<file path="src/design/bwaa_pkg.sv">
// ----------------------------------------------------------------------------
// bwaa_pkg
// shared widths, register indexes and word layouts for the box window
// alpha antialias block
// ----------------------------------------------------------------------------
package bwaa_pkg;

  localparam int MAX_WIDTH_DEF  = 1024;
  localparam int MAX_WINDOW_DEF = 4;
  localparam int MAX_HEIGHT     = 4096;

  localparam int PIX_W  = 32;   // rgba word
  localparam int CH_W   = 8;    // one color channel
  localparam int RGB_W  = 24;
  localparam int ACOL_W = 10;
  localparam int AROW_W = 12;
  localparam int K_W    = 3;    // window side
  localparam int WS_W   = 3;
  localparam int IW_W   = 11;
  localparam int IH_W   = 13;

  localparam int CFG_IDX_W  = 2;
  localparam int CFG_DATA_W = 13;

  localparam int OUT_TDATA_W = 56;

  // floor(s / 9) == (s * 3641) >> 15 for every 12-bit window sum
  localparam int RECIP_NINE       = 3641;
  localparam int RECIP_NINE_W     = 12;
  localparam int RECIP_NINE_SHIFT = 15;

  typedef enum logic [CFG_IDX_W-1:0] {
    REG_WINDOW_SIZE  = 2'd0,
    REG_IMAGE_WIDTH  = 2'd1,
    REG_IMAGE_HEIGHT = 2'd2
  } cfg_reg_t;

  // per-item control that travels down the pipeline
  typedef struct packed {
    logic              valid;
    logic              emit;
    logic [ACOL_W-1:0] acol;
    logic [AROW_W-1:0] arow;
  } tag_t;

  // output word, anchor_col in the lowest bits
  typedef struct packed {
    logic [CH_W-1:0]   alpha;
    logic [CH_W-1:0]   blue;
    logic [CH_W-1:0]   green;
    logic [CH_W-1:0]   red;
    logic [AROW_W-1:0] arow;
    logic [ACOL_W-1:0] acol;
  } result_t;

endpackage

</file>
<file path="src/design/bwaa_mean.sv">
// ----------------------------------------------------------------------------
// bwaa_mean
// window total, division by k squared and whitening of the anchor color
// ----------------------------------------------------------------------------
module bwaa_mean #(
  parameter int MAX_WINDOW = bwaa_pkg::MAX_WINDOW_DEF
) (
  input  logic                                          clk,
  input  logic                                          adv,
  input  logic [MAX_WINDOW-1:0][bwaa_pkg::CH_W+$clog2(MAX_WINDOW)-1:0] rowsum,
  input  logic [bwaa_pkg::RGB_W-1:0]                    anchor,
  input  logic [bwaa_pkg::K_W-1:0]                      k,
  output logic [bwaa_pkg::CH_W-1:0]                     alpha,
  output logic [bwaa_pkg::RGB_W-1:0]                    rgb
);
  import bwaa_pkg::*;

  localparam int ROW_W  = CH_W + $clog2(MAX_WINDOW);
  localparam int SUM_W  = ROW_W + $clog2(MAX_WINDOW);
  localparam int PROD_W = SUM_W + RECIP_NINE_W;

  logic [SUM_W-1:0]  total_c;
  logic [SUM_W-1:0]  total;
  logic [RGB_W-1:0]  anchor_q;
  logic [PROD_W-1:0] prod;

  always_comb begin
    total_c = '0;
    for (int d = 0; d < MAX_WINDOW; d++) total_c = total_c + SUM_W'(rowsum[d]);
  end

  always_ff @(posedge clk) begin
    if (adv) begin
      total    <= total_c;
      anchor_q <= anchor;
    end
  end

  assign prod = PROD_W'(total) * PROD_W'(RECIP_NINE);

  always_comb begin
    case (k)
      3'd4:    alpha = CH_W'(total >> 4);
      3'd3:    alpha = CH_W'(prod >> RECIP_NINE_SHIFT);
      default: alpha = CH_W'(total >> 2);
    endcase
    rgb = (alpha != '0) ? '1 : anchor_q;
  end

endmodule

</file>
<file path="config.mk">
export PLATFORM = sky130hd
export DESIGN_NAME = bwaa_mean
export DESIGN_NICKNAME = d
export VERILOG_FILES = /design/src/design/bwaa_pkg.sv /design/src/design/bwaa_mean.sv
export SDC_FILE = /design/constraint.sdc
export NUM_CORES = 1
export LEC_CHECK = 0
export ABC_AREA = 1
export BUFFER_PORTS_ARGS = -buffer_cell sky130_fd_sc_hd__buf_4
export CAP_MARGIN = 20
export CORE_UTILIZATION = 59
export DETAILED_ROUTE_END_ITERATION = 8
export GPL_TIMING_DRIVEN = 0
export PLACE_DENSITY = 0.88
export SLEW_MARGIN = 20
export SYNTH_ARGS = -nofsm -noshare
export SYNTH_HDL_FRONTEND = slang
export SYNTH_SLANG_ARGS = --single-unit
</file>
<file path="constraint.sdc">
create_clock -name clk -period 6.67 [get_ports clk]
set_input_delay 0 -clock clk [delete_from_list [all_inputs] [get_ports clk]]
set_output_delay 0 -clock clk [all_outputs]
set_load 0.02 [all_outputs]
</file>
### Word-level counts from Yosys, hierarchy flattened

Cells that the tools add are included.

| word-level totals | value |
|---|---|
| input port bits | 69 |
| bits in registers | 36 |
| logic and storage cells | 11 |

| operators by class | value |
|---|---|
| reductions and logical operators | 1 |
| add/subtract/negate cells | 3 |
| muxes and demuxes | 2 |
| equal/unequal tests | 2 |
| multiply operators | 1 |

Operator list:

| kind | count |
|---|---|
| 24-bit 2-to-1 mux | 1 |
| 12-bit by 12-bit multiplier with 23-bit output (second input constant) | 1 |
| 8-bit case mux with 2 select lines | 1 |
| 11-bit by 10-bit adder with 12-bit output | 1 |
| 12-bit by 10-bit adder with 12-bit output | 1 |
| 10-bit by 10-bit adder with 11-bit output | 1 |
| 8-bit nonzero test | 1 |
| 3-bit by 2-bit equality test with 1-bit output (second input constant) | 1 |
| 3-bit equality test (second input constant) | 1 |

### Longest topological paths before layout

| depth | value |
|---|---|
| depth after elaboration | 4 |
| mapped depth | 26 |

### Worst setup path before layout

Ideal clock, no wire load.

| timing path | value |
|---|---|
| path type | register to output |
| from | register total[7] |
| to | output rgb[10] (netlist name) |
| arrival time | 4.791 ns |
| data required time | 6.670 ns |
| path slack | 1.879 ns |
| stages on the path, launching flop included | 26 |
| cell sequence | edfxtp_1 -> inv_1 -> fa_1 -> inv_1 -> ha_1 -> inv_1 -> fa_1 -> inv_1 -> fa_1 -> inv_1 -> fa_1 -> inv_1 -> ha_1 -> nand2_1 -> inv_2 -> nand2_1 -> nand2_1 -> a21oi_1 -> nand3_1 -> nand3_1 -> nand2_1 -> nor2_2 -> nand3_2 -> nor2_8 -> buf_8 -> nand3_2 |

| between the ends | value |
|---|---|
| word-level cells in the longest chain between the ends | 4 |

Ends and longest elaborated chain:

| what | line | text |
|---|---|---|
| from (decl) | bwaa_mean.sv:23 | `logic [SUM_W-1:0] total;` |
| from (signal assigned) | bwaa_mean.sv:34 | `total <= total_c;` |
| 12-bit by 12-bit multiplier with 23-bit output | bwaa_mean.sv:39 | `assign prod = PROD_W'(total) * PROD_W'(RECIP_NINE);` |
| 8-bit case mux with 2 select lines (*) | bwaa_mean.sv:42 | `case (k)` |
| net alpha, one bit | bwaa_mean.sv:13 | `output logic [bwaa_pkg::CH_W-1:0] alpha,` |
| 8-bit nonzero test (*) | bwaa_mean.sv:47 | `rgb = (alpha != '0) ? '1 : anchor_q;` |
| 24-bit 2-to-1 mux (*) | bwaa_mean.sv:47 |  |
| to (decl) | bwaa_mean.sv:14 | `output logic [bwaa_pkg::RGB_W-1:0] rgb` |

The timed path passes the listed nets; every way through them passes the cells marked *.

### Final worst setup path

| timing path | value |
|---|---|
| from | register total[7] |
| to | output rgb[22] (netlist name) |

| between the ends | value |
|---|---|
| word-level cells in the longest chain between the ends | 4 |

Ends and longest elaborated chain:

| what | line |
|---|---|
| 12-bit by 12-bit multiplier with 23-bit output | bwaa_mean.sv:39 |
| 8-bit case mux with 2 select lines (*) | bwaa_mean.sv:42 |
| 8-bit nonzero test (*) | bwaa_mean.sv:47 |
| 24-bit 2-to-1 mux (*) | bwaa_mean.sv:47 |

Every way passes the cells marked *; elsewhere a longest branch is shown, timed or not.

==> flow_summary.yaml <==
die:
  row_count: 32
  die_w_um: 93.0
  die_h_um: 93.0
  io_pins: 101
  start_util: 0.620
  dieArea_um2: 8650
  core_area_um2: 7890
timing:
  slew_violations: 0
  setup_viol: 0
  min_period_ps: 5730
  fmax_mhz: 175
  hold_viol: 0
  rsz0062_at_grt: "false"
  relSlewSlack: 0.661
  setup_tns_ps: 0
  period_share: 0.858
  finalWorstSetupSlack_ps: 944
  worstMarginPinSlew_ps: 504
logic_synthesis:
  synth_edf_count: 36
  syn_area_um2: 4890
  synthArstFlopShare: 0
  synth_top_area_frac: 0.221
  ys_types: 33
  syn_nets: 733
  synth_area_leaders: "edfxtp_1, fa_1, ha_1, inv_1, nand2_1"
  yosysTopAreaCell: "edfxtp_1"
  synth-seq-cells: 36
  ys.flop_type: "edfxtp_1"
  avgSynthCellArea_um2: 9.08
  synth_commonest_cells: "inv_1, nand2_1, ha_1"
  synth-seq-area-share: 0.221
  netlist_instances: 538
  synth_most_common_cell: "inv_1"
  synth-warning-count: 0
placed_design:
  place_hpwl_mm: 10.1
  gp_congestion: 0.935
  post-place-ws_ps: 1450
  place_inst: 740
  port_buffers: 100
layout:
  syn_to_final_growth_pct: 25.2
  fin_util: 0.776
  layout.cells.non_filler: 772
  fin_nets: 864
  num-fill-cells: 491
  layout-drive-gt1-share: 0.227
  diodes: 0
grt:
  grt_pass1_wl_mm: 21.4
  grt_max_degree: 37
  first_global_vias: 4610
  antenna_found_initial: 0
  gr-usage-all-layers: 0.328
  grt.overflow.total: 0
clock_tree:
  clock_path_buffers: 2
  clkSlewWorstSetupHoldPaths_ps: 70
  h-tree-depth: 2
  cts_tree: "yes"
  cts_setup_buffers: 0
  cts.sinks: 36
  numCtsBuffers: 5
  cts-root-buf: "clkbuf_8"
routing:
  drtPass1Iterations: 5
  drt_wl_total_mm: 13.6
  drt_iter0_drc: 317
  antenna_left: 0
  drc: 0
  vias: 4316
  wire_per_inst_um: 17.6
  viasPerCell: 5.59
setup_path:
  start_kind: "flop"
  worstPathMaxFanout: 10
  arrival_ps: 5730
  worstPathRequired_ps: 6670
  end_kind: "output pin"
  crit_type: "flop to output pin"
run_status:
  run_status: "complete, no violations"
flow_run:
  drv_cap: 0
min_path:
  hold_class: "input port to flop"
==> flip-flops by register name, summed over array words and instances (netlist names) <==
register,cells
total,12
anchor_q,24
==> final timing paths <==
kind / startpoint / endpoint / slack [ps] / cells past startpoint
setup / recovery: total[7] / rgb[22] / 940 / 25
hold / removal: rowsum[30] / total[0] / 10 / 2
==> routing by layer <==
metal | vias to the layer above | global-route usage | wire [um]
li1 | 1986 | - | -
met1 | 2023 | 0.342 | 4770
met2 | 239 | 0.617 | 7160
met3 | 68 | 0.0407 | 741
met4 | 0 | 0.205 | 902
met5 | - | 0 | 0
==> layout by cell type, fill, tap and decap left out, types with 6 or more instances in the layout <==
master         count
o22ai_1            7
fa_1              49
a21oi_1           25
xor2_1             6
nand3_2           22
nand2_1           82
o21ai_0            8
ha_1              77
edfxtp_1          36
xnor2_1            6
buf_4            102
nand3_1           28
inv_1            127
dlygate4sd3_1     24
nor2_1            19
==> per-stage QoR <==
step,cell area [um^2],hold WS (ps)
2_1_floorplan,4890,98.9
3_3_place_gp,5770,178
3_5_place_dp,5770,179
4_1_cts,6120,13.4
5_1_grt,6120,11.3
6_report,6120,14.7
==> layout make-up <==
class,count,area [um^2],share of cell area
buffer,4,45.0,0.00736
sequential,36,1080,0.177
clock buffer,5,68.8,0.0112
multi-input combinational,366,3270,0.534
tap,102,128,0.0209
timing repair buffer,124,991,0.162
inverter,132,495,0.0810
clock inverter,3,42.5,0.00695
==> worst max-delay path: stages (launching register included) <==
cell      delay, ps
edfxtp_1        480
inv_1           200
fa_1            560
inv_1            40
ha_1            290
inv_1            70
fa_1            530
inv_1            60
fa_1            500
inv_1            50
fa_1            530
inv_1            40
ha_1            300
nand2_1         130
inv_2            80
nand2_1          80
nor3_1          140
nand3_1         160
nand3_1         120
nand2_1          50
nand3_1         130
nand2_2          90
nor2_4          200
buf_4           260
nand3_2         130
buf_4           180
==> kinds of logic (layout without fill, tap and decap cells) <==
| family | after synthesis | count (layout) | synth area share |
|---|---|---|---|
| adders and majority gates | 126 | 126 | 0.398 |
| buffers and inverters | 136 | 268 | 0.111 |
| and+or+nand+nor | 177 | 177 | 0.190 |
| AOI/OAI and AO/OA | 51 | 51 | 0.0591 |
| xor gates and xnor gates | 12 | 12 | 0.0215 |
| DFF | 36 | 36 | 0.221 |
==> timing repair <==
item / CTS / global route
hold endpoints to repair: 24 / 0
hold buffers: 24 / 0
resized for setup: 0 / 0
Power is left out: the tool's default activity adds up to more than one toggle a clock period on the data nets, which glitch-free logic cannot reach.
