==> src/design/bwaa_pkg.sv <==
// ----------------------------------------------------------------------------
// bwaa_pkg
// shared widths, register indexes and word layouts for the box window
// alpha antialias block
// ----------------------------------------------------------------------------
package bwaa_pkg;

  localparam int MAX_WIDTH_DEF  = 1024;
  localparam int MAX_WINDOW_DEF = 4;
  localparam int MAX_HEIGHT     = 4096;

  localparam int PIX_W  = 32;   // rgba word
  localparam int CH_W   = 8;    // one color channel
  localparam int RGB_W  = 24;
  localparam int ACOL_W = 10;
  localparam int AROW_W = 12;
  localparam int K_W    = 3;    // window side
  localparam int WS_W   = 3;
  localparam int IW_W   = 11;
  localparam int IH_W   = 13;

  localparam int CFG_IDX_W  = 2;
  localparam int CFG_DATA_W = 13;

  localparam int OUT_TDATA_W = 56;

  // floor(s / 9) == (s * 3641) >> 15 for every 12-bit window sum
  localparam int RECIP_NINE       = 3641;
  localparam int RECIP_NINE_W     = 12;
  localparam int RECIP_NINE_SHIFT = 15;

  typedef enum logic [CFG_IDX_W-1:0] {
    REG_WINDOW_SIZE  = 2'd0,
    REG_IMAGE_WIDTH  = 2'd1,
    REG_IMAGE_HEIGHT = 2'd2
  } cfg_reg_t;

  // per-item control that travels down the pipeline
  typedef struct packed {
    logic              valid;
    logic              emit;
    logic [ACOL_W-1:0] acol;
    logic [AROW_W-1:0] arow;
  } tag_t;

  // output word, anchor_col in the lowest bits
  typedef struct packed {
    logic [CH_W-1:0]   alpha;
    logic [CH_W-1:0]   blue;
    logic [CH_W-1:0]   green;
    logic [CH_W-1:0]   red;
    logic [AROW_W-1:0] arow;
    logic [ACOL_W-1:0] acol;
  } result_t;

endpackage

==> src/design/bwaa_window.sv <==
// ----------------------------------------------------------------------------
// bwaa_window
// alpha shift window and top row colors, masked per-row sums
// ----------------------------------------------------------------------------
module bwaa_window #(
  parameter int MAX_WINDOW = bwaa_pkg::MAX_WINDOW_DEF
) (
  input  logic                                          clk,
  input  logic                                          load,
  input  logic                                          adv,
  input  logic [bwaa_pkg::PIX_W-1:0]                    pix,
  input  logic [((MAX_WINDOW > 2) ? $clog2(MAX_WINDOW-1) : 1)-1:0] slot,
  input  logic [(MAX_WINDOW-1)*bwaa_pkg::PIX_W-1:0]     rd_data,
  input  logic [bwaa_pkg::K_W-1:0]                      k,
  output logic [MAX_WINDOW-1:0][bwaa_pkg::CH_W+$clog2(MAX_WINDOW)-1:0] rowsum,
  output logic [bwaa_pkg::RGB_W-1:0]                    anchor
);
  import bwaa_pkg::*;

  localparam int STORE_ROWS = MAX_WINDOW - 1;
  localparam int SLOT_W     = (STORE_ROWS > 1) ? $clog2(STORE_ROWS) : 1;
  localparam int AB_W       = $clog2(MAX_WINDOW);
  localparam int ROW_W      = CH_W + $clog2(MAX_WINDOW);

  logic [PIX_W-1:0] above [MAX_WINDOW];
  logic [CH_W-1:0]  win   [MAX_WINDOW][MAX_WINDOW];
  logic [RGB_W-1:0] top   [MAX_WINDOW];
  logic [MAX_WINDOW-1:0][ROW_W-1:0] rowsum_c;

  // column of the new pixel and the rows above it
  always_comb begin
    logic [SLOT_W:0] ln;
    above[0] = pix;
    for (int d = 1; d < MAX_WINDOW; d++) begin
      ln = {1'b0, slot} + (SLOT_W+1)'(STORE_ROWS - d);
      if (ln >= (SLOT_W+1)'(STORE_ROWS)) ln = ln - (SLOT_W+1)'(STORE_ROWS);
      above[d] = rd_data[ln*PIX_W +: PIX_W];
    end
  end

  always_ff @(posedge clk) begin
    if (load) begin
      for (int d = 0; d < MAX_WINDOW; d++) begin
        for (int j = 0; j < MAX_WINDOW - 1; j++) win[d][j] <= win[d][j+1];
        win[d][MAX_WINDOW-1] <= above[d][PIX_W-1 -: CH_W];
      end
      for (int j = 0; j < MAX_WINDOW - 1; j++) top[j] <= top[j+1];
      top[MAX_WINDOW-1] <= above[AB_W'(k - K_W'(1))][RGB_W-1:0];
    end
  end

  // only the k rows and the newest k columns count
  always_comb begin
    for (int d = 0; d < MAX_WINDOW; d++) begin
      rowsum_c[d] = '0;
      for (int j = 0; j < MAX_WINDOW; j++) begin
        if ((K_W'(d) < k) && ((K_W'(j) + k) >= K_W'(MAX_WINDOW))) begin
          rowsum_c[d] = rowsum_c[d] + ROW_W'(win[d][j]);
        end
      end
    end
  end

  always_ff @(posedge clk) begin
    if (adv) begin
      rowsum <= rowsum_c;
      anchor <= top[AB_W'(K_W'(MAX_WINDOW) - k)];
    end
  end

endmodule

==> config.mk <==
export PLATFORM = sky130hd
export DESIGN_NAME = bwaa_window
export DESIGN_NICKNAME = d
export VERILOG_FILES = /design/src/design/bwaa_pkg.sv /design/src/design/bwaa_window.sv
export SDC_FILE = /design/constraint.sdc
export NUM_CORES = 1
export LEC_CHECK = 0
export ABC_AREA = 1
export BUFFER_PORTS_ARGS = -buffer_cell sky130_fd_sc_hd__buf_2
export CAP_MARGIN = 20
export CORE_AREA = 2 2 174 176
export CTS_BUF_LIST = sky130_fd_sc_hd__clkbuf_4
export DETAILED_ROUTE_END_ITERATION = 7
export DIE_AREA = 0 0 176 178
export PLACE_DENSITY = 0.82
export SLEW_MARGIN = 20
export SYNTH_ARGS = -nofsm -noshare
export SYNTH_HDL_FRONTEND = slang
export SYNTH_SLANG_ARGS = --single-unit
==> constraint.sdc <==
create_clock -name clk -period 5.8 [get_ports clk]
set_clock_uncertainty 0.1 [all_clocks]
set_input_delay 0 -clock clk [delete_from_list [all_inputs] [get_ports clk]]
set_output_delay 0 -clock clk [all_outputs]
set_load 0.02 [all_outputs]
# == Word-level counts from Yosys, hierarchy flattened ==
# Memories as Yosys holds them, arrays and structs flattened. A register that Yosys moved wholly into a read port is not among the register bits.
# Index checks and enable logic that the tools add are counted.
# totals
mem_bits_rw,224
register_bits,40
n_memories,2
out_inout_bits,64
# op_classes
addsub,22
n_bitwise,1
n_mux,24
shifts,3
reduce_logical,16
order_cmp,12
# memory_table
memory,depth,word_bits,read_ports,rd_clocked_by_memory_dff,wr,line,rtl
win,4,32,4,0,4,bwaa_window.sv:26,logic [CH_W-1:0] win [MAX_WINDOW][MAX_WINDOW];
top,4,24,4,1,4,bwaa_window.sv:27,logic [RGB_W-1:0] top [MAX_WINDOW];
# op_table
operator,count
96-bit by 9-bit variable part select with 32-bit output,3
10-bit by 8-bit adder with 10-bit output,12
10-bit 2-to-1 mux,12
32-bit binary-select mux with 2-bit select,1
24-bit 2-to-1 mux,2
8-bit 2-to-1 mux,4
1-bit logical AND,16
"3-bit greater-or-equal comparator, second input constant",5
3-bit 2-to-1 mux,3
"2-bit by 3-bit adder with 3-bit output, first input constant",2
"3-bit by 2-bit greater-or-equal comparator with 1-bit output, second input constant",2
"1-bit by 3-bit less-than comparator with 1-bit output, first input constant",2
"2-bit by 3-bit less-than comparator with 1-bit output, first input constant",2
"3-bit by 2-bit subtractor with 3-bit output, second input constant",2
"1-bit by 3-bit adder with 3-bit output, first input constant",1
"2-bit by 1-bit adder with 3-bit output, second input constant",1
"2-bit by 2-bit adder with 3-bit output, second input constant",1
2-bit NOT with 3-bit output,1
"2-bit by 2-bit subtractor with 3-bit output, second input constant",1
"2-bit greater-or-equal comparator, second input constant",1
1-bit 2-to-1 mux,2
"1-bit by 2-bit subtractor with 2-bit output, first input constant",1
"2-bit by 1-bit subtractor with 2-bit output, second input constant",1

# == Logic depth before layout (Yosys ltp) ==
# logic_depth
ltp_word,9
mapped_depth,38

# == Worst setup path before layout ==
# Ideal clock, no wire load.
# synth_path
path_type,input -> register
start,in k[2] (netlist name)
end,"reg rowsum[8] (netlist name), data pin"
path_stages,33
arrival_time_ns,4.214
path_buffers,1
setup_slack_ns,1.233
path_cell_list,inv_2 > ha_1 > buf_6 > nand2_2 > inv_2 > nor2_2 > inv_1 > nor2_1 > ha_1 > inv_1 > fa_1 > inv_1 > a21oi_1 > nand2_1 > nand3_1 > nand2_1 > nand2_1 > nand2_1 > nand2_1 > nand3_1 > nand2_1 > ha_1 > inv_1 > o311ai_0 > xor2_1 > nand2_1 > and2_1 > ha_1 > nand4_1 > o221ai_1 > nand2_1 > xor2_1 > inv_1
# synth_lines
item,line,rtl
start: declaration,bwaa_window.sv:14,"input logic [bwaa_pkg::K_W-1:0] k,"
end signal: assignment,bwaa_window.sv:66,rowsum <= rowsum_c;
end: declaration,bwaa_window.sv:15,"output logic [MAX_WINDOW-1:0][bwaa_pkg::CH_W+$clog2(MAX_WINDOW)-1:0] rowsum,"

==> reports/results.ini <==
[power_and_ir_drop]
peakVddDrop_mv=0.187
powerDensity_nw_per_um2=292
p_leak_nw=9.34

[clocking]
cts.sinks=288
postCtsSetupRepairBufs=0
ctsHtreeMaxLevel=3
root_buffer=clkbuf_4
clock_latency_ns=0.70
ctsResizeCount=0
cts_buffers=75
cts_tree=done
clk_pin_slew_ns=0.06
cts_max_path_buffers=3

[sta]
holdWs_ns=0.102
clock.fmax_ghz=0.203
fin_crit_sh_pct=85.0
rsz0062_at_grt=no
hold_viol_final=0
slew_headroom_pct=25.7
worst_pin_slew_ns=1.11
fin_setup_tns_ns=0
setup_viol_count_final=0
min_period_ns=4.93
maxSlewViolCount=0

[global_route]
grt_pass1_wl_um=76700
grt_overflow_total=0
grt_pass1_vias=15900
antenna_found_initial=3
globalRouteTotalUtil_pct=30.6
grt_max_degree=88

[synthesis]
synth_area_per_cell_um2=8.85
syn_nets=2262
synth_area_leaders=edfxtp_1, nand2_1, ha_1
yosysTopAreaCell=edfxtp_1
yosysSeqAreaShare_pct=48.6
yosys.area.top_type_share_pct=48.6
synth.distinct_cells=52
ys_ff_latch=288
ys_warn_count=0
synth_edf_count=288
synthArstFlopShare_pct=0
syn_inst=2011
synth-main-ff-cell=edfxtp_1
syn-cell-area_um2=17800

[critical_path]
critPathKind=input pin to register
worstRegToRegCells=25
r2r_slack_ns=1.08
slowest_stage=dlygate4sd3_1
cpPeakStageDelay_ns=0.53
r2r_start=win[0][56]
crit_top_cell=nand2_1
r2r_end=rowsum[19]
worst_setup_path_end_kind=register
required_ns=6.14
start_kind=input pin
worst_ep_arrival_time_ns=5.27
path_max_fanout=18

[drt]
drtPass1Iterations=6
initialDrtViolationCount=1809
drc=0
wl_per_cell_um=17.4
vias_per_cell=5.95
ant_nets=0
routed_wl_um=48500
vias=16600

[floorplan]
ios=200
row_count=63
coreArea_um2=29400
start_util_pct=60.5
die_h_um=178
die_area_um2=31300
die_w_um=176

[hold_path]
hold_depth=5
hp-class=input pin to register
hold_path.startpoint=k[2]
min_to=rowsum[38]

[placed_design]
placed_cells=2527
dpl.hpwl_um=31800
gp_congestion=0.923
io_buffers=199

[final_layout]
stdcell_count=2796
final_cell_mix=nand2_1, edfxtp_1, buf_2
fillers=2185
drive_above_1_share_pct=15.6
area_growth_pct=19.9
final_common_cell=nand2_1
layout.nets=2604

[status]
status=finished clean

[run]
max-cap-violations=0

[timing repair]
item | in CTS | in global routing
setup endpoints to repair | 0 | 0
endpoints found under the hold margin | 190 | 0
hold buffers | 139 | 0
[cells by family (layout without fill, tap and decap cells)]
family / after synthesis / in the layout / synth area share, %
other: 0 / 2 / 0
AO/OA/AOI/OAI: 516 / 516 / 16.1
adder cells (fa/ha/maj): 115 / 115 / 8.59
AND/OR/NAND/NOR: 779 / 779 / 18.8
multiplexers: 1 / 1 / 0.0562
buffers and inverters: 270 / 663 / 5.90
flip-flops: 288 / 288 / 48.6
XOR/XNOR: 42 / 42 / 2.07
[per-layer routing]
| layer | track usage (%) | wire length (µm) | vias to the layer above |
|---|---|---|---|
| li1 | - | - | 7786 |
| met1 | 40.6 | 19400 | 7662 |
| met2 | 49.8 | 22500 | 1008 |
| met3 | 5.46 | 4830 | 180 |
| met4 | 13.3 | 1800 | 0 |
| met5 | 0 | 0 | - |
[where the power goes]
part	switching, mW	internal, mW
clock network	0.862	0.785
logic	1.17	0.720
registers	0.103	2.58
[synthesized netlist by cell type, drive strengths merged, types with 2 or more instances]
cell type	number
o211ai	9
a31oi	8
a2111oi	23
o21ai	219
xnor2	16
inv	178
nor2	176
edfxtp	288
xor2	26
nand2	426
a211oi	2
clkbuf	63
nand3b	3
o311ai	2
a21oi	189
or2	10
and2	9
nand4	22
nor3	33
clkinv	2
o221ai	2
o31ai	24
o22ai	28
ha	103
o21a	3
buf	27
fa	12
nand3	99
a21boi	3
[final cells by class]
class                   count  area (µm²)  area share (%)
flip-flops and latches    288        8650            40.5
well taps                 390         488            2.29
multi-input cells        1453        8110            38.0
inverters                 180         681            3.19
diodes                      2        5.00          0.0235
repair buffers            355        2530            11.8
clock inverters            33         166           0.780
clock buffers              95         713            3.34
[through the flow]
step | cell area (µm²) | utilization (%) | power, mW | setup WS, ns
6_report | 21300 | 72.6 | 6.22 | 0.868
5_1_grt | 21300 | 72.6 | 6.58 | 0.373
4_1_cts | 21300 | 72.6 | 6.21 | 0.972
3_5_place_dp | 19100 | 64.8 | 4.43 | 0.413
3_3_place_gp | 19100 | 64.8 | 4.37 | 0.618
2_1_floorplan | 17800 | - | 3.91 | 1.23
[state kept, by name, indices dropped and copies added (netlist names)]
register and cells:
win 128, top 96, anchor 24, rowsum 40
[how the worst max path moves through the flow]
stage	from	to	slack, ns	depth (start not counted)
2_1_floorplan	k[2]	rowsum[8]	1.23	33
3_3_place_gp	k[2]	rowsum[8]	0.62	33
3_5_place_dp	k[2]	rowsum[8]	0.41	33
4_1_cts	k[0]	rowsum[8]	0.97	33
5_1_grt	k[0]	rowsum[8]	0.37	33
6_report	k[0]	rowsum[8]	0.87	33
[worst max-delay path: cells and delay by family]
kind | cells | cell delay [ns]
simple gates | 15 | 1.52
buf+inv | 9 | 1.42
fa+ha+maj | 4 | 1.21
compound gates | 3 | 0.79
xor+xnor | 2 | 0.35
Power figures use the tool's default switching activity.
